[config.mk]
export PLATFORM = sky130hd
export DESIGN_NAME = krpm_judge
export DESIGN_NICKNAME = d
export VERILOG_FILES = /design/src/hdl/krpm_pkg.sv /design/src/hdl/krpm_judge.sv
export SDC_FILE = /design/constraint.sdc
export NUM_CORES = 1
export LEC_CHECK = 0
export ABC_CLOCK_PERIOD_IN_PS = 1400
export BUFFER_PORTS_ARGS = -buffer_cell sky130_fd_sc_hd__buf_2
export CAP_MARGIN = 20
export CORE_AREA = 2 2 142 144
export DETAILED_ROUTE_END_ITERATION = 12
export DIE_AREA = 0 0 144 146
export PLACE_DENSITY = 0.66
export SLEW_MARGIN = 20
export SYNTH_ARGS = -nofsm -noshare
export SYNTH_HDL_FRONTEND = slang
export SYNTH_SLANG_ARGS = --single-unit
export TNS_END_PERCENT = 50
[constraint.sdc]
create_clock -name clk -period 1.4 [get_ports clk]
set_input_delay 0.28 -clock clk [delete_from_list [all_inputs] [get_ports clk]]
set_output_delay 0.28 -clock clk [all_outputs]
set_load 0.05 [all_outputs]
[src/hdl/krpm_pkg.sv]
// Shared types and constants for the kill rule priority match block.
// Depends on nothing; krpm_in_if, krpm_judge and the top level import it.
package krpm_pkg;

    // Table geometry
    localparam int TABLE_DEPTH = 8192;
    localparam int ADDR_W      = (TABLE_DEPTH > 1) ? $clog2(TABLE_DEPTH) : 1;
    localparam int CNT_W       = $clog2(TABLE_DEPTH + 1);

    // Field widths
    localparam int ID_W       = 64;
    localparam int TIME_W     = 40;
    localparam int LIMIT_W    = 20;
    localparam int CFG_DATA_W = 64;
    localparam int CFG_ADDR_W = 4;

    // Configuration register indexes, decoded from paddr[3]
    localparam logic CFG_IDX_STALE_LIMIT = 1'b0;
    localparam logic CFG_IDX_NOW_TIME    = 1'b1;

    // Reset values of the configuration registers
    localparam logic [LIMIT_W-1:0] STALE_LIMIT_RST = LIMIT_W'(300);
    localparam logic [TIME_W-1:0]  NOW_TIME_RST    = '0;

    typedef enum logic [1:0] {
        CMD_CLEAR  = 2'd0,
        CMD_APPEND = 2'd1,
        CMD_JUDGE  = 2'd2
    } cmd_t;

    typedef enum logic [1:0] {
        SCOPE_NONE       = 2'd0,
        SCOPE_ALL        = 2'd1,
        SCOPE_INSTRUMENT = 2'd2,
        SCOPE_CUSTOMER   = 2'd3
    } scope_t;

    typedef enum logic [2:0] {
        DEC_ACCEPT          = 3'd0,
        DEC_KILL_ALL        = 3'd1,
        DEC_KILL_INSTRUMENT = 3'd2,
        DEC_KILL_CUSTOMER   = 3'd3,
        DEC_FAIL_CLOSED     = 3'd4
    } decision_t;

    typedef enum logic {
        ST_IDLE,
        ST_SCAN
    } state_t;

    // One stored rule, as one memory word
    typedef struct packed {
        logic [1:0]        scope;
        logic              active;
        logic [ID_W-1:0]   instrument;
        logic [ID_W-1:0]   customer;
        logic [TIME_W-1:0] upd_time;
    } rule_t;

    // Control from the sequencer to the evaluator
    typedef struct packed {
        logic start;
        logic eval;
    } judge_ctl_t;

endpackage

[src/hdl/krpm_judge.sv]
// Rule evaluator: checks one stored rule per cycle while ctl.eval is set, against
// the order key, and keeps the best match so far. Depends on krpm_pkg.
module krpm_judge
    import krpm_pkg::*;
(
    input  logic               clk,
    input  logic               rst_n,
    input  judge_ctl_t         ctl,
    input  rule_t              rule,
    input  logic [ID_W-1:0]    key_instrument,
    input  logic [ID_W-1:0]    key_customer,
    input  logic [TIME_W-1:0]  now_time,
    input  logic [LIMIT_W-1:0] stale_limit,
    output decision_t          decision
);

    logic              found_reg, found_next;
    logic [1:0]        rank_reg, rank_next;
    logic              stale_reg, stale_next;

    logic              match;
    logic [TIME_W:0]   age;
    logic              stale;
    logic              take;

    // Match and staleness of the rule on the read port
    always_comb
    begin
        unique case (scope_t'(rule.scope))
            SCOPE_ALL:        match = rule.active;
            SCOPE_INSTRUMENT: match = rule.active && (rule.instrument == key_instrument);
            SCOPE_CUSTOMER:   match = rule.active && (rule.customer == key_customer);
            default:          match = 1'b0;
        endcase
        // borrow out means the rule time lies in the future
        age   = {1'b0, now_time} - {1'b0, rule.upd_time};
        stale = age[TIME_W] || (age[TIME_W-1:0] > TIME_W'(stale_limit));
        // equal rank: a later rule wins unless it is fresh against a stale best
        take  = match && (!found_reg || (rule.scope > rank_reg) ||
                ((rule.scope == rank_reg) && (stale || !stale_reg)));
    end

    // Update the best match
    always_comb
    begin
        found_next = found_reg;
        rank_next  = rank_reg;
        stale_next = stale_reg;
        if (ctl.start)
        begin
            found_next = 1'b0;
        end
        else if (ctl.eval && take)
        begin
            found_next = 1'b1;
            rank_next  = rule.scope;
            stale_next = stale;
        end
    end

    always_ff @(posedge clk or negedge rst_n)
    begin
        if (!rst_n)
        begin
            found_reg <= 1'b0;
        end
        else
        begin
            found_reg <= found_next;
        end
    end

    always_ff @(posedge clk)
    begin
        rank_reg  <= rank_next;
        stale_reg <= stale_next;
    end

    // Map the winner to a decision
    always_comb
    begin
        priority if (!found_reg)
            decision = DEC_ACCEPT;
        else if (stale_reg)
            decision = DEC_FAIL_CLOSED;
        else if (scope_t'(rank_reg) == SCOPE_CUSTOMER)
            decision = DEC_KILL_CUSTOMER;
        else if (scope_t'(rank_reg) == SCOPE_INSTRUMENT)
            decision = DEC_KILL_INSTRUMENT;
        else
            decision = DEC_KILL_ALL;
    end

endmodule

==> flow_metrics.py <==
metrics = {
    "logic_synthesis": {
        "synth-xor-area-share_pct": 22.0,
        "synth-compound-area-share_pct": 27.4,
        "synth_top_family_by_area": "compound AO/OA/AOI/OAI gates",
        "synth.most_common_cell": "inv_1",
        "synth_warnings": 0,
        "synthAdderAreaFrac_pct": 16.5,
        "yosys-top-cells-count": "inv_1 (114), a21oi_1 (68), xor2_1 (63), ha_1 (62), xnor2_1 (58)",
        "synth-seq-cells": 4,
        "synth_area_sq_um": 4810,
        "synth_top_area_share_pct": 16.1,
        "syn_inst": 708,
        "synth_edf_count": 3,
        "ys_seq_area_share_pct": 2.39,
        "synthSimpleGateAreaFrac_pct": 20.9,
        "mappedNetlistNets": 1134,
        "yosysTopAreaCell": "ha_1",
        "synth_area_leaders": "ha_1 (16%), xor2_1 (11%), xnor2_1 (11%), inv_1 (8.9%), a21oi_1 (7.1%)",
        "synth_ff_type": "edfxtp_1",
        "synth-async-reset-ratio_pct": 25.0,
        "synth.distinct_cells": 62,
        "synthMuxAreaShare_pct": 0.650,
        "syn_area_per_cell_sq_um": 6.80,
    },
    "detailed_routing": {
        "drc_errors": 0,
        "drt_iter0_markers": 317,
        "vias_per_cell": 4.63,
        "wirelength_mm": 24.7,
        "vias": 7019,
        "ant_nets": 0,
        "first_pass_iters": 5,
        "wl_per_cell_um": 16.3,
    },
    "clocking": {
        "cts_buffer_depth": 2,
        "numCtsBuffers": 3,
        "htreeDepth": 1,
        "clkTransAtPathRegs_ns": 0.03,
        "cts.sinks": 4,
        "insertion_delay_ns": 0.23,
        "cts_tree": "yes",
        "cts_root_buf": "clkbuf_16",
    },
    "power_and_ir_drop": {
        "p_leak_nw": 4.60,
        "power_density_nw_per_um2": 453,
        "ir_worst_vdd_uv": 257,
    },
    "sta": {
        "fin_ws_ns": -2.50,
        "rsz0062_at_grt": "yes",
        "fin_skew_ns": 0.00208,
        "hold_violations": 0,
        "min_period_ns": 3.90,
        "worst_slew_pin_slew_ns": 0.454,
        "finalSetupViolations": 7,
        "finalCritPeriodShare_pct": 279,
        "maxSlewHeadroom_pct": 69.5,
        "drv_slew": 0,
        "clock.fmax_mhz": 256,
    },
    "worst_setup_path": {
        "r2r_cells": 5,
        "cp_max_fo": 4,
        "rr_endpoint": "rank_reg[0]$_DFFE_PP_",
        "path_cells": "buf_8, inv_12, ha_4, fa_2, nand2b_4, a21oi_4, o2111ai_2, nand2b_1, and2_4, a21boi_2, xnor2_1, ha_1, nand4_1, a2111oi_2, nor3_1, o211ai_1, a21oi_2, nand3_1, or4b_4, nor4_4, a31oi_4",
        "cpMaxStageDelayCell": "or4b_4",
        "worstPathArrival_ns": 3.87,
        "crit_path_end_kind": "flop",
        "cp-start-kind": "input port",
        "cp_top_family": "simple AND/OR/NAND/NOR gates",
        "crit_path_max_incr_delay_ns": 0.54,
        "cp_num_buf_inv": 2,
        "critPathRequiredTime_ns": 1.36,
        "r2r_start": "rank_reg[1]$_DFFE_PP_",
        "critPathKind": "input port to flop",
        "r2r_slack_ns": -0.18,
    },
    "outcome": {
        "violations": "setup timing",
        "status": "complete, but fails checks",
    },
    "layout": {
        "drive_gt1_share_pct": 47.5,
        "largest_register_ffs": 2,
        "syn_to_final_growth_pct": 79.4,
        "fin_util_pct": 44.7,
        "nets": 1668,
    },
    "hold_path": {
        "hold_path_end": "rank_reg[1]$_DFFE_PP_",
        "hp-class": "input port to flop",
        "hold_depth": 1,
        "min-delay-start": "rule[170]",
    },
    "floorplan": {
        "die_area_sq_um": 21000,
        "die_x_um": 144,
        "fp.dieH_um": 146,
        "core-area_sq_um": 19300,
        "initial_core_util_pct": 24.9,
        "pin_count": 366,
        "rows": 51,
    },
    "grt": {
        "grt_pass1_vias": 6784,
        "grt_pass1_wl_mm": 35.5,
        "grt_max_degree": 11,
        "grt-ovfl-total": 0,
        "grt_antenna_before_repair": 25,
        "grt.total_usage_pct": 21.9,
    },
    "place": {
        "gp_congestion": 0.912,
        "io_buffers": 365,
        "dp_hpwl_mm": 22.7,
        "pre_cts_slack_ns": -3.13,
    },
    "run": {
        "cap_violations": 0,
    },
}
cell usage in the layout (no fill, tap or decap), types with 6 or more instances in the layout:
cell type / instances
buf_4: 178
nor3_1: 14
ha_1: 59
buf_2: 362
nand3_1: 13
nor2_1: 35
a21oi_2: 7
o22ai_1: 11
o211ai_1: 8
o21ai_1: 6
nand2b_1: 7
nor4_1: 22
nand4_1: 29
o2bb2ai_1: 7
xnor2_1: 57
a21o_1: 8
nand2_1: 34
xor2_1: 63
o21ai_0: 18
nor2b_1: 9
a21oi_1: 61
a2111oi_2: 6
diode_2: 10
inv_1: 112
power by group:
part	internal [mW]	leakage [nW]	switching (mW)
Clock	0.377	0.0382	0.0922
Combinational	1.76	4.52	1.55
Sequential	0.132	0.0427	0.00244
logic make-up (layout without fill, tap and decap cells):
family	Yosys count	after routing
flops	4	4
buf+inv	130	663
simple gates	191	191
mux	3	3
fa+ha+maj	63	63
xor+xnor	121	121
other cells	0	10
compound gates	196	196
metrics by stage:
stage                     hold slack [ns]  setup TNS (ns)  total power, mW  cells  instance area, sq um
after CTS                           0.329          -10.87             3.85   1503                  8510
after detailed placement           0.0581          -14.09             3.29   1496                  8290
after global routing                0.343          -11.84             4.26   1509                  8620
after floorplan                   -0.0156          -10.90             1.70    708                  4870
after global placement             0.0560          -13.47             3.28   1496                  8290
final                               0.319          -10.91             3.91   1516                  8630
worst register-to-register path, delay by kind of cell (launching register included):
| kind | cells | cell delay [ns] |
|---|---|---|
| AO/OA/AOI/OAI | 3 | 0.53 |
| adder cells (fa/ha/maj) | 1 | 0.28 |
| buffers and inverters | 1 | 0.06 |
| flip-flops | 1 | 0.39 |
worst max-delay path by stage:
| stage | startpoint | slack, ns | to | cells after the start |
|---|---|---|---|---|
| CTS | now_time[0] | -2.47 | rank_reg[0]$_DFFE_PP_ | 21 |
| floorplan | now_time[0] | -2.43 | rank_reg[0]$_DFFE_PP_ | 20 |
| global route | now_time[0] | -2.70 | stale_reg$_DFFE_PP_ | 21 |
| global placement | now_time[0] | -2.97 | rank_reg[0]$_DFFE_PP_ | 21 |
| detailed placement | now_time[0] | -3.13 | stale_reg$_DFFE_PP_ | 21 |
| finish | now_time[0] | -2.50 | rank_reg[0]$_DFFE_PP_ | 21 |
metal layers:
metal | share of wire, % | vias to the layer above | global-route usage, %
met1 | 43 | 3060 | 28.4
li1 | - | 3628 | -
met2 | 42 | 270 | 34.0
met3 | 13 | 43 | 9.31
met5 | 0.46 | - | 0
met4 | 1.5 | 18 | 4.31
final cells by class:
class                           count  area [sq um]
Timing Repair Buffer              545          3220
Inverter                          114           440
Multi-Input combinational cell    574          4430
Antenna cell                       10          25.0
Clock buffer                        4          78.8
Tap cell                          265           332
Sequential cell                     4           115
Fill cell                        2016         10700
repair_timing:
action	4_1_cts	5_1_grt
gates resized for setup	31	12
hold buffers	1	0
setup endpoints to repair	7	7
hold endpoints to repair	1	0
pin swaps	19	8
buffers inserted	2	3
No activity file was read; power rests on OpenSTA's default activity.
