--- src/hdl/krpm_ram.sv ---
// Generic simple dual-port RAM: one write port, one read port, registered read.
// Depends on nothing.
module krpm_ram #(
    parameter int WIDTH = 8,
    parameter int DEPTH = 16
) (
    input  logic                                         clk,
    input  logic                                         we,
    input  logic [((DEPTH > 1) ? $clog2(DEPTH) : 1)-1:0] waddr,
    input  logic [WIDTH-1:0]                             wdata,
    input  logic [((DEPTH > 1) ? $clog2(DEPTH) : 1)-1:0] raddr,
    output logic [WIDTH-1:0]                             rdata
);

    logic [WIDTH-1:0] mem_reg [DEPTH];
    logic [WIDTH-1:0] rdata_reg;

    // Write port
    always_ff @(posedge clk)
    begin
        if (we)
        begin
            mem_reg[waddr] <= wdata;
        end
    end

    // Registered read port
    always_ff @(posedge clk)
    begin
        rdata_reg <= mem_reg[raddr];
    end

    assign rdata = rdata_reg;

endmodule

--- config.mk ---
export PLATFORM = sky130hd
export DESIGN_NAME = krpm_ram
export DESIGN_NICKNAME = d
export VERILOG_FILES = /design/src/hdl/krpm_ram.sv
export SDC_FILE = /design/constraint.sdc
export NUM_CORES = 1
export LEC_CHECK = 0
export ABC_AREA = 0
export BUFFER_PORTS_ARGS = -buffer_cell sky130_fd_sc_hd__buf_4
export CAP_MARGIN = 30
export CORE_MARGIN = 1
export CORE_UTILIZATION = 65
export CTS_BUF_LIST = sky130_fd_sc_hd__clkbuf_8
export DETAILED_ROUTE_END_ITERATION = 8
export PLACE_DENSITY = 0.84
export SLEW_MARGIN = 20
export SYNTH_ARGS = -nofsm -noshare
export SYNTH_HDL_FRONTEND = slang
export SYNTH_SLANG_ARGS = --single-unit
--- constraint.sdc ---
create_clock -name clk -period 3.6 [get_ports clk]
set_input_delay 0.72 -clock clk [delete_from_list [all_inputs] [get_ports clk]]
set_output_delay 0.72 -clock clk [all_outputs]
set_load 0.01 [all_outputs]
==> impl_metrics.tcl, run 1 <==
set metrics [dict create \
    status "finished, final reports clean" \
    root_buffer "clkbuf_8" \
    postSynthAreaPerCell_um2 22.5 \
    dp.cells 350 \
    antenna_found_initial 0 \
    p_sw_share_pct 21.7 \
    antenna_cells 0 \
    r2r_cells 3 \
    tightestPinTransition_ps 908 \
    r2r_end "rdata[7]" \
    max_cap_violations 0 \
    die_w_um 91.0 \
    cp.arrival_ps 2240 \
    ctsHtreeMaxLevel 4 \
    ys_top_cells_by_count "128 x edfxtp_1, 18 x mux4_2, 16 x a22oi_1" \
    synth_most_common_cell "edfxtp_1" \
    cts_sinks 136 \
    required_ps 3750 \
    hold_class "input pin to flip-flop" \
    fin_crit_sh_pct 57.9 \
    die_h_um 91.0 \
    startpoint "waddr[2]" \
    final_max_slew_viol_count 0 \
    synthToLayoutAreaGrowth_pct 13.9 \
    ant_nets 0 \
    power.total_mw 3.34 \
    grt_pass1_wl_um 14900 \
    cp-start-kind "input pin" \
    syn_nets 247 \
    clock_skew_ps 11.8 \
    seq_area_frac_synth_pct 77.8 \
    final_cells 383 \
    die_area_um2 8280 \
    cell_internal_pwr_mw 2.62 \
    criticalPathCategory "input pin to flip-flop" \
    endpoint "mem_reg[0][6]" \
    synthFlopType "edfxtp_1" \
    grt_pass1_vias 2528 \
    largest_reg_flops 128 \
    cts_buffer_depth 2 \
    cts.reportedPaths.clkPinSlew_ps 80 \
    core_area_um2 7690 \
    yosys.area.top_type "edfxtp_1" \
    final.setup.worst_slack_ps 1520 \
    crit_path_top_delay_cell "nor3_1" \
    p_sw_mw 0.723 \
    power_density_nw_per_um2 569 \
    fill_cells 410 \
    peakVddDrop_mv 0.428 \
    drtIter0Drc 340 \
    tns_ps 0 \
    setup_viol 0 \
    rsz0062_at_grt "no" \
    p_seq_share_pct 53.3 \
    cts_setup_buffers 0 \
    wl_per_cell_um 25.9 \
    rrSetupSlack_ps 2120 \
    cp_max_fo 5 \
    place_ws_ps 1120 \
    track_usage_pct 26.8 \
    syn-instance-count 229 \
    ys_async_sr_fraction_pct 0 \
    finish.utilization_pct 76.3 \
    initial_utilization_pct 67.0 \
    cts_tree "built" \
    overflow 0 \
    place_congestion 0.801 \
    power_leakage_nw 1.97 \
    hold_buffers 0 \
    cts_buffers 17 \
    r2r-start "mem_reg[7][7]" \
    combPwrFrac_pct 5.1 \
    grt_max_degree 33 \
    hold_viol_final 0 \
    vias_per_cell 6.56 \
    endpoint_kind "flip-flop" \
    dpl.hpwl_um 5900 \
    synth_seq_cells 136 \
    place.port_buffers 25 \
    relSlewSlack_pct 39.2 \
    crit_top_cell "buf_4" \
    drc 0 \
    vias 2514 \
    finalNetCount 286 \
    fmax_mhz 480 \
    drt_wl_total_um 9910 \
    max_stage_delay_ps 610 \
    io_pins 26 \
    dr.pass1.iters 5 \
    whs_path_depth 1 \
    finalCriticalPeriod_ps 2080 \
    rows 32 \
    drive_gt1_share_pct 28.8 \
    p_clk_share_pct 41.6 \
    synth_enable_flop_cells 128 \
    clk_latency_ps 440 \
    yosys.area.top_type_share_pct 74.7 \
    synth.distinct_cells 19 \
    yosysWarnings 0 \
    cts_resized 0 \
    netlist_area_um2 5150 \
    yosys-top-cells-area "edfxtp_1 75%, mux4_2 7.9%, mux4_1 7.1%" \
    worstPathCellList "buf_4, or3b_2, nor3_1, buf_4" \
]
-- metal layers --
layer	GRT usage [%]	vias to the layer above	share of wire, %
met2	43.4	170	52
met3	8.71	21	7.8
met1	34.2	1269	38
met4	11.0	0	3.1
li1	-	1054	-
met5	0	-	0
-- cells by family after synthesis --
family                 Yosys count  synth area share, %
DFF                            136                 77.8
muxes                           32                 15.0
buffers and inverters           10                 1.68
and+or+nand+nor                 35                 3.18
AOI/OAI and AO/OA               16                 2.33
-- worst min path at each step --
| stage | start | end |
|---|---|---|
| after floorplan | mem_reg[7][0] | rdata[0] |
| after global placement | mem_reg[14][0] | rdata[0] |
| after detailed placement | mem_reg[14][2] | rdata[2] |
| after CTS | wdata[4] | mem_reg[1][4] |
| after global routing | wdata[1] | mem_reg[5][1] |
| final | wdata[1] | mem_reg[5][1] |
-- through the flow --
stage | hold WS (ps) | instance area [um^2]
floorplan | 629 | 5150
finish | 584 | 5860
global route | 580 | 5860
global placement | 645 | 5410
CTS | 578 | 5860
detailed placement | 654 | 5410
-- cells in the final DEF, fill, tap and decap left out, types with 2 or more instances in the layout --
cell type  netlist  layout
buf_4            1      30
a22oi_1         16      16
dfxtp_1          8       8
mux4_1          14      14
edfxtp_1       128     128
clkinv_4         0       4
nand2_1          9       9
nor3_1           4       4
bufinv_16        0       4
nor2_1          13      13
mux4_2          18      18
clkbuf_8         0      17
inv_6            0       5
nand3b_1         2       2
nand2b_1         2       2
-- worst max-delay path: cells and delay by family --
family | cells | cell delay, ps
buf+inv | 2 | 390
simple gates | 2 | 1120
-- cell type report --
type	instances	area [um^2]	area share, %
Tap cell	102	128	2.18
Multi-Input combinational cell	83	1060	18.0
Timing Repair Buffer	30	225	3.84
Clock inverter	15	215	3.67
Sequential cell	136	4000	68.3
Clock buffer	17	234	3.99
-- power groups by stage --
stage | logic [mW] | clock network, mW | registers (mW)
floorplan | 0.0899 | 0 | 1.82
global placement | 0.161 | 0 | 1.81
detailed placement | 0.167 | 0 | 1.81
CTS | 0.169 | 1.39 | 1.78
global route | 0.181 | 1.47 | 1.78
finish | 0.169 | 1.39 | 1.78
(Power assumes the default switching activity.)
==> run 2: changes to the inputs <==
--- a/config.mk
+++ b/config.mk
@@ -5,14 +5,14 @@
 export SDC_FILE = /design/constraint.sdc
 export NUM_CORES = 1
 export LEC_CHECK = 0
-export ABC_AREA = 0
+export ABC_AREA = 1
 export BUFFER_PORTS_ARGS = -buffer_cell sky130_fd_sc_hd__buf_4
 export CAP_MARGIN = 30
 export CORE_MARGIN = 1
-export CORE_UTILIZATION = 65
+export CORE_UTILIZATION = 63
 export CTS_BUF_LIST = sky130_fd_sc_hd__clkbuf_8
 export DETAILED_ROUTE_END_ITERATION = 8
-export PLACE_DENSITY = 0.84
+export PLACE_DENSITY = 0.81
 export SLEW_MARGIN = 20
 export SYNTH_ARGS = -nofsm -noshare
 export SYNTH_HDL_FRONTEND = slang
==> constraint.sdc (replaced) <==
create_clock -name clk -period 2 [get_ports clk]
set_input_delay 0.4 -clock clk [delete_from_list [all_inputs] [get_ports clk]]
set_output_delay 0.4 -clock clk [all_outputs]
set_load 0.01 [all_outputs]
==> run 2 against run 1 <==
Cell count grew 86%. Worst hold slack worse by 300 ps. Wire length up 29%. Critical path type is now flip-flop to output pin.
==> impl_metrics.tcl, run 2 <==
set metrics [dict create \
    grt_max_degree 65 \
    vias 3950 \
    netlist_area_um2 5770 \
    tns_ps 0 \
    clock_skew_ps 9.70 \
    rows 34 \
    yosysWarnings 0 \
    fmax_mhz 753 \
    cts_tree "built" \
    cp.arrival_ps 930 \
    antenna_found_initial 0 \
    synthFlopType "edfxtp_1" \
    syn_nets 569 \
    drc 0 \
    ys_top_cells_by_count "173 x nand2_1, 128 x edfxtp_1, 100 x inv_1" \
    drive_gt1_share_pct 13.2 \
    largest_reg_flops 128 \
    finalCriticalPeriod_ps 1330 \
    drt_wl_total_um 12700 \
    max_stage_delay_ps 370 \
    seq_area_frac_synth_pct 69.4 \
    synth_enable_flop_cells 128 \
    rsz0062_at_grt "no" \
    cts_resized 0 \
    endpoint_kind "output pin" \
    die_h_um 97.7 \
    status "finished, final reports clean" \
    finalNetCount 610 \
    synthToLayoutAreaGrowth_pct 13.1 \
    relSlewSlack_pct 60.4 \
    cts_setup_buffers 0 \
    track_usage_pct 29.1 \
    peakVddDrop_mv 0.574 \
    ys_async_sr_fraction_pct 0 \
    fin_area_um2 6520 \
    dpl.hpwl_um 7410 \
    final_max_slew_viol_count 0 \
    dp.cells 681 \
    initial_utilization_pct 65.5 \
    r2r-start "mem_reg[2][7]" \
    syn-instance-count 551 \
    synth_mux_area_share_pct 0 \
    finish.utilization_pct 74.1 \
    dr.pass1.iters 5 \
    final.setup.worst_slack_ps 672 \
    overflow 0 \
    power_density_nw_per_um2 899 \
    synth_seq_cells 136 \
    die_area_um2 9540 \
    ant_nets 0 \
    hold_ws_ps 285 \
    place_congestion 0.869 \
    io_pins 26 \
    p_seq_share_pct 54.6 \
    synth-simple-area-share_pct 21.0 \
    place.port_buffers 25 \
    p_sw_share_pct 23.2 \
    root_buffer "clkbuf_8" \
    place_ws_ps 380 \
    synth_most_common_cell "nand2_1" \
    grt_pass1_vias 3810 \
    cp_max_fo 1 \
    cts_sinks 136 \
    required_ps 1600 \
    combPwrFrac_pct 7.1 \
    worstPathCellList "buf_4" \
    synth_xor_area_share_pct 0 \
    power_leakage_nw 2.86 \
    setup_viol 0 \
    synth_top_family_by_area "simple AND/OR/NAND/NOR gates" \
    yosys-top-cells-area "edfxtp_1 67%, nand2_1 11%, nand3_1 8.4%" \
    criticalPathCategory "flip-flop to output pin" \
    path_buf_inv 1 \
    synth-compound-area-share_pct 0 \
    synth-adder-area-share_pct 0 \
    drtIter0Drc 511 \
    cts_buffers 17 \
    cts_buffer_depth 2 \
    final_cells 713 \
    yosys.area.top_type_share_pct 66.7 \
    ctsHtreeMaxLevel 4 \
    clk_latency_ps 430 \
    postSynthAreaPerCell_um2 10.5 \
    grt_pass1_wl_um 20300 \
    hold_start "raddr[3]" \
    layout_commonest_cell "nand2_1" \
    startpoint "rdata[6]" \
    layout_common_cells "173 x nand2_1, 128 x edfxtp_1, 100 x inv_1" \
    max_cap_violations 0 \
    cell_internal_pwr_mw 4.50 \
    crit_path_top_delay_cell "dfxtp_1" \
    dpl_cell_area_um2 6120 \
    antenna_cells 0 \
    vias_per_cell 5.54 \
    crit_family "flip-flops" \
    p_sw_mw 1.36 \
    die_w_um 97.7 \
    hold_buffers 0 \
    cp-start-kind "flip-flop" \
    core_area_um2 8810 \
    synth.distinct_cells 12 \
    cts.reportedPaths.clkPinSlew_ps 80 \
    fin_crit_sh_pct 66.4 \
    p_clk_share_pct 38.3 \
    tightestPinTransition_ps 593 \
    hold_class "input pin to flip-flop" \
    hold_viol_final 0 \
    yosys.area.top_type "edfxtp_1" \
    wl_per_cell_um 17.9 \
    power.total_mw 5.86 \
]
==> run 2: cell types whose count changed in the layout (fill, tap and decap cells not counted), moves of 4 or more <==
cell        before  now
nor3_1           4    0
nand3_1          1   97
clkinvlp_4       0    4
mux4_2          18    0
mux4_1          14    0
nor2_1          13   17
a22oi_1         16    0
nand2_1          9  173
buf_4           30   43
inv_1            0  100
==> run 2: cell families after synthesis <==
logic type / after synthesis
buf+inv: 126
flops: 136
simple gates: 289
==> run 2: area by class of cell <==
| cell class | instances | area [um^2] |
|---|---|---|
| Sequential cell | 136 | 4000 |
| Fill cell | 558 | 2280 |
| Multi-Input combinational cell | 289 | 1210 |
| Timing Repair Buffer | 46 | 383 |
| Inverter | 102 | 383 |
| Clock buffer | 19 | 262 |
| Clock inverter | 13 | 144 |
| Tap cell | 108 | 135 |
==> run 2: final timing paths <==
kind,endpoint,slack [ps],depth (start not counted)
hold reg to reg,rdata[3],690,6
setup reg to reg,rdata[7],920,6
setup / recovery,rdata[6],670,1
hold / removal,rdata[0],290,3
==> run 2: power groups by stage <==
stage          combinational, mW  sequential (mW)  clock [mW]
6_report                   0.417             3.20        2.24
5_1_grt                    0.455             3.21        2.37
4_1_cts                    0.414             3.20        2.26
3_5_place_dp               0.406             3.27           0
3_3_place_gp               0.395             3.26           0
2_1_floorplan              0.225             3.27           0
==> run 2: per-layer routing <==
metal / vias up / GRT usage, % / routed length [um]
met5: - / 0 / 0
met2: 231 / 45.4 / 6170
met4: 0 / 14.6 / 357
met3: 34 / 5.32 / 1200
li1: 1851 / - / -
met1: 1834 / 39.8 / 5020
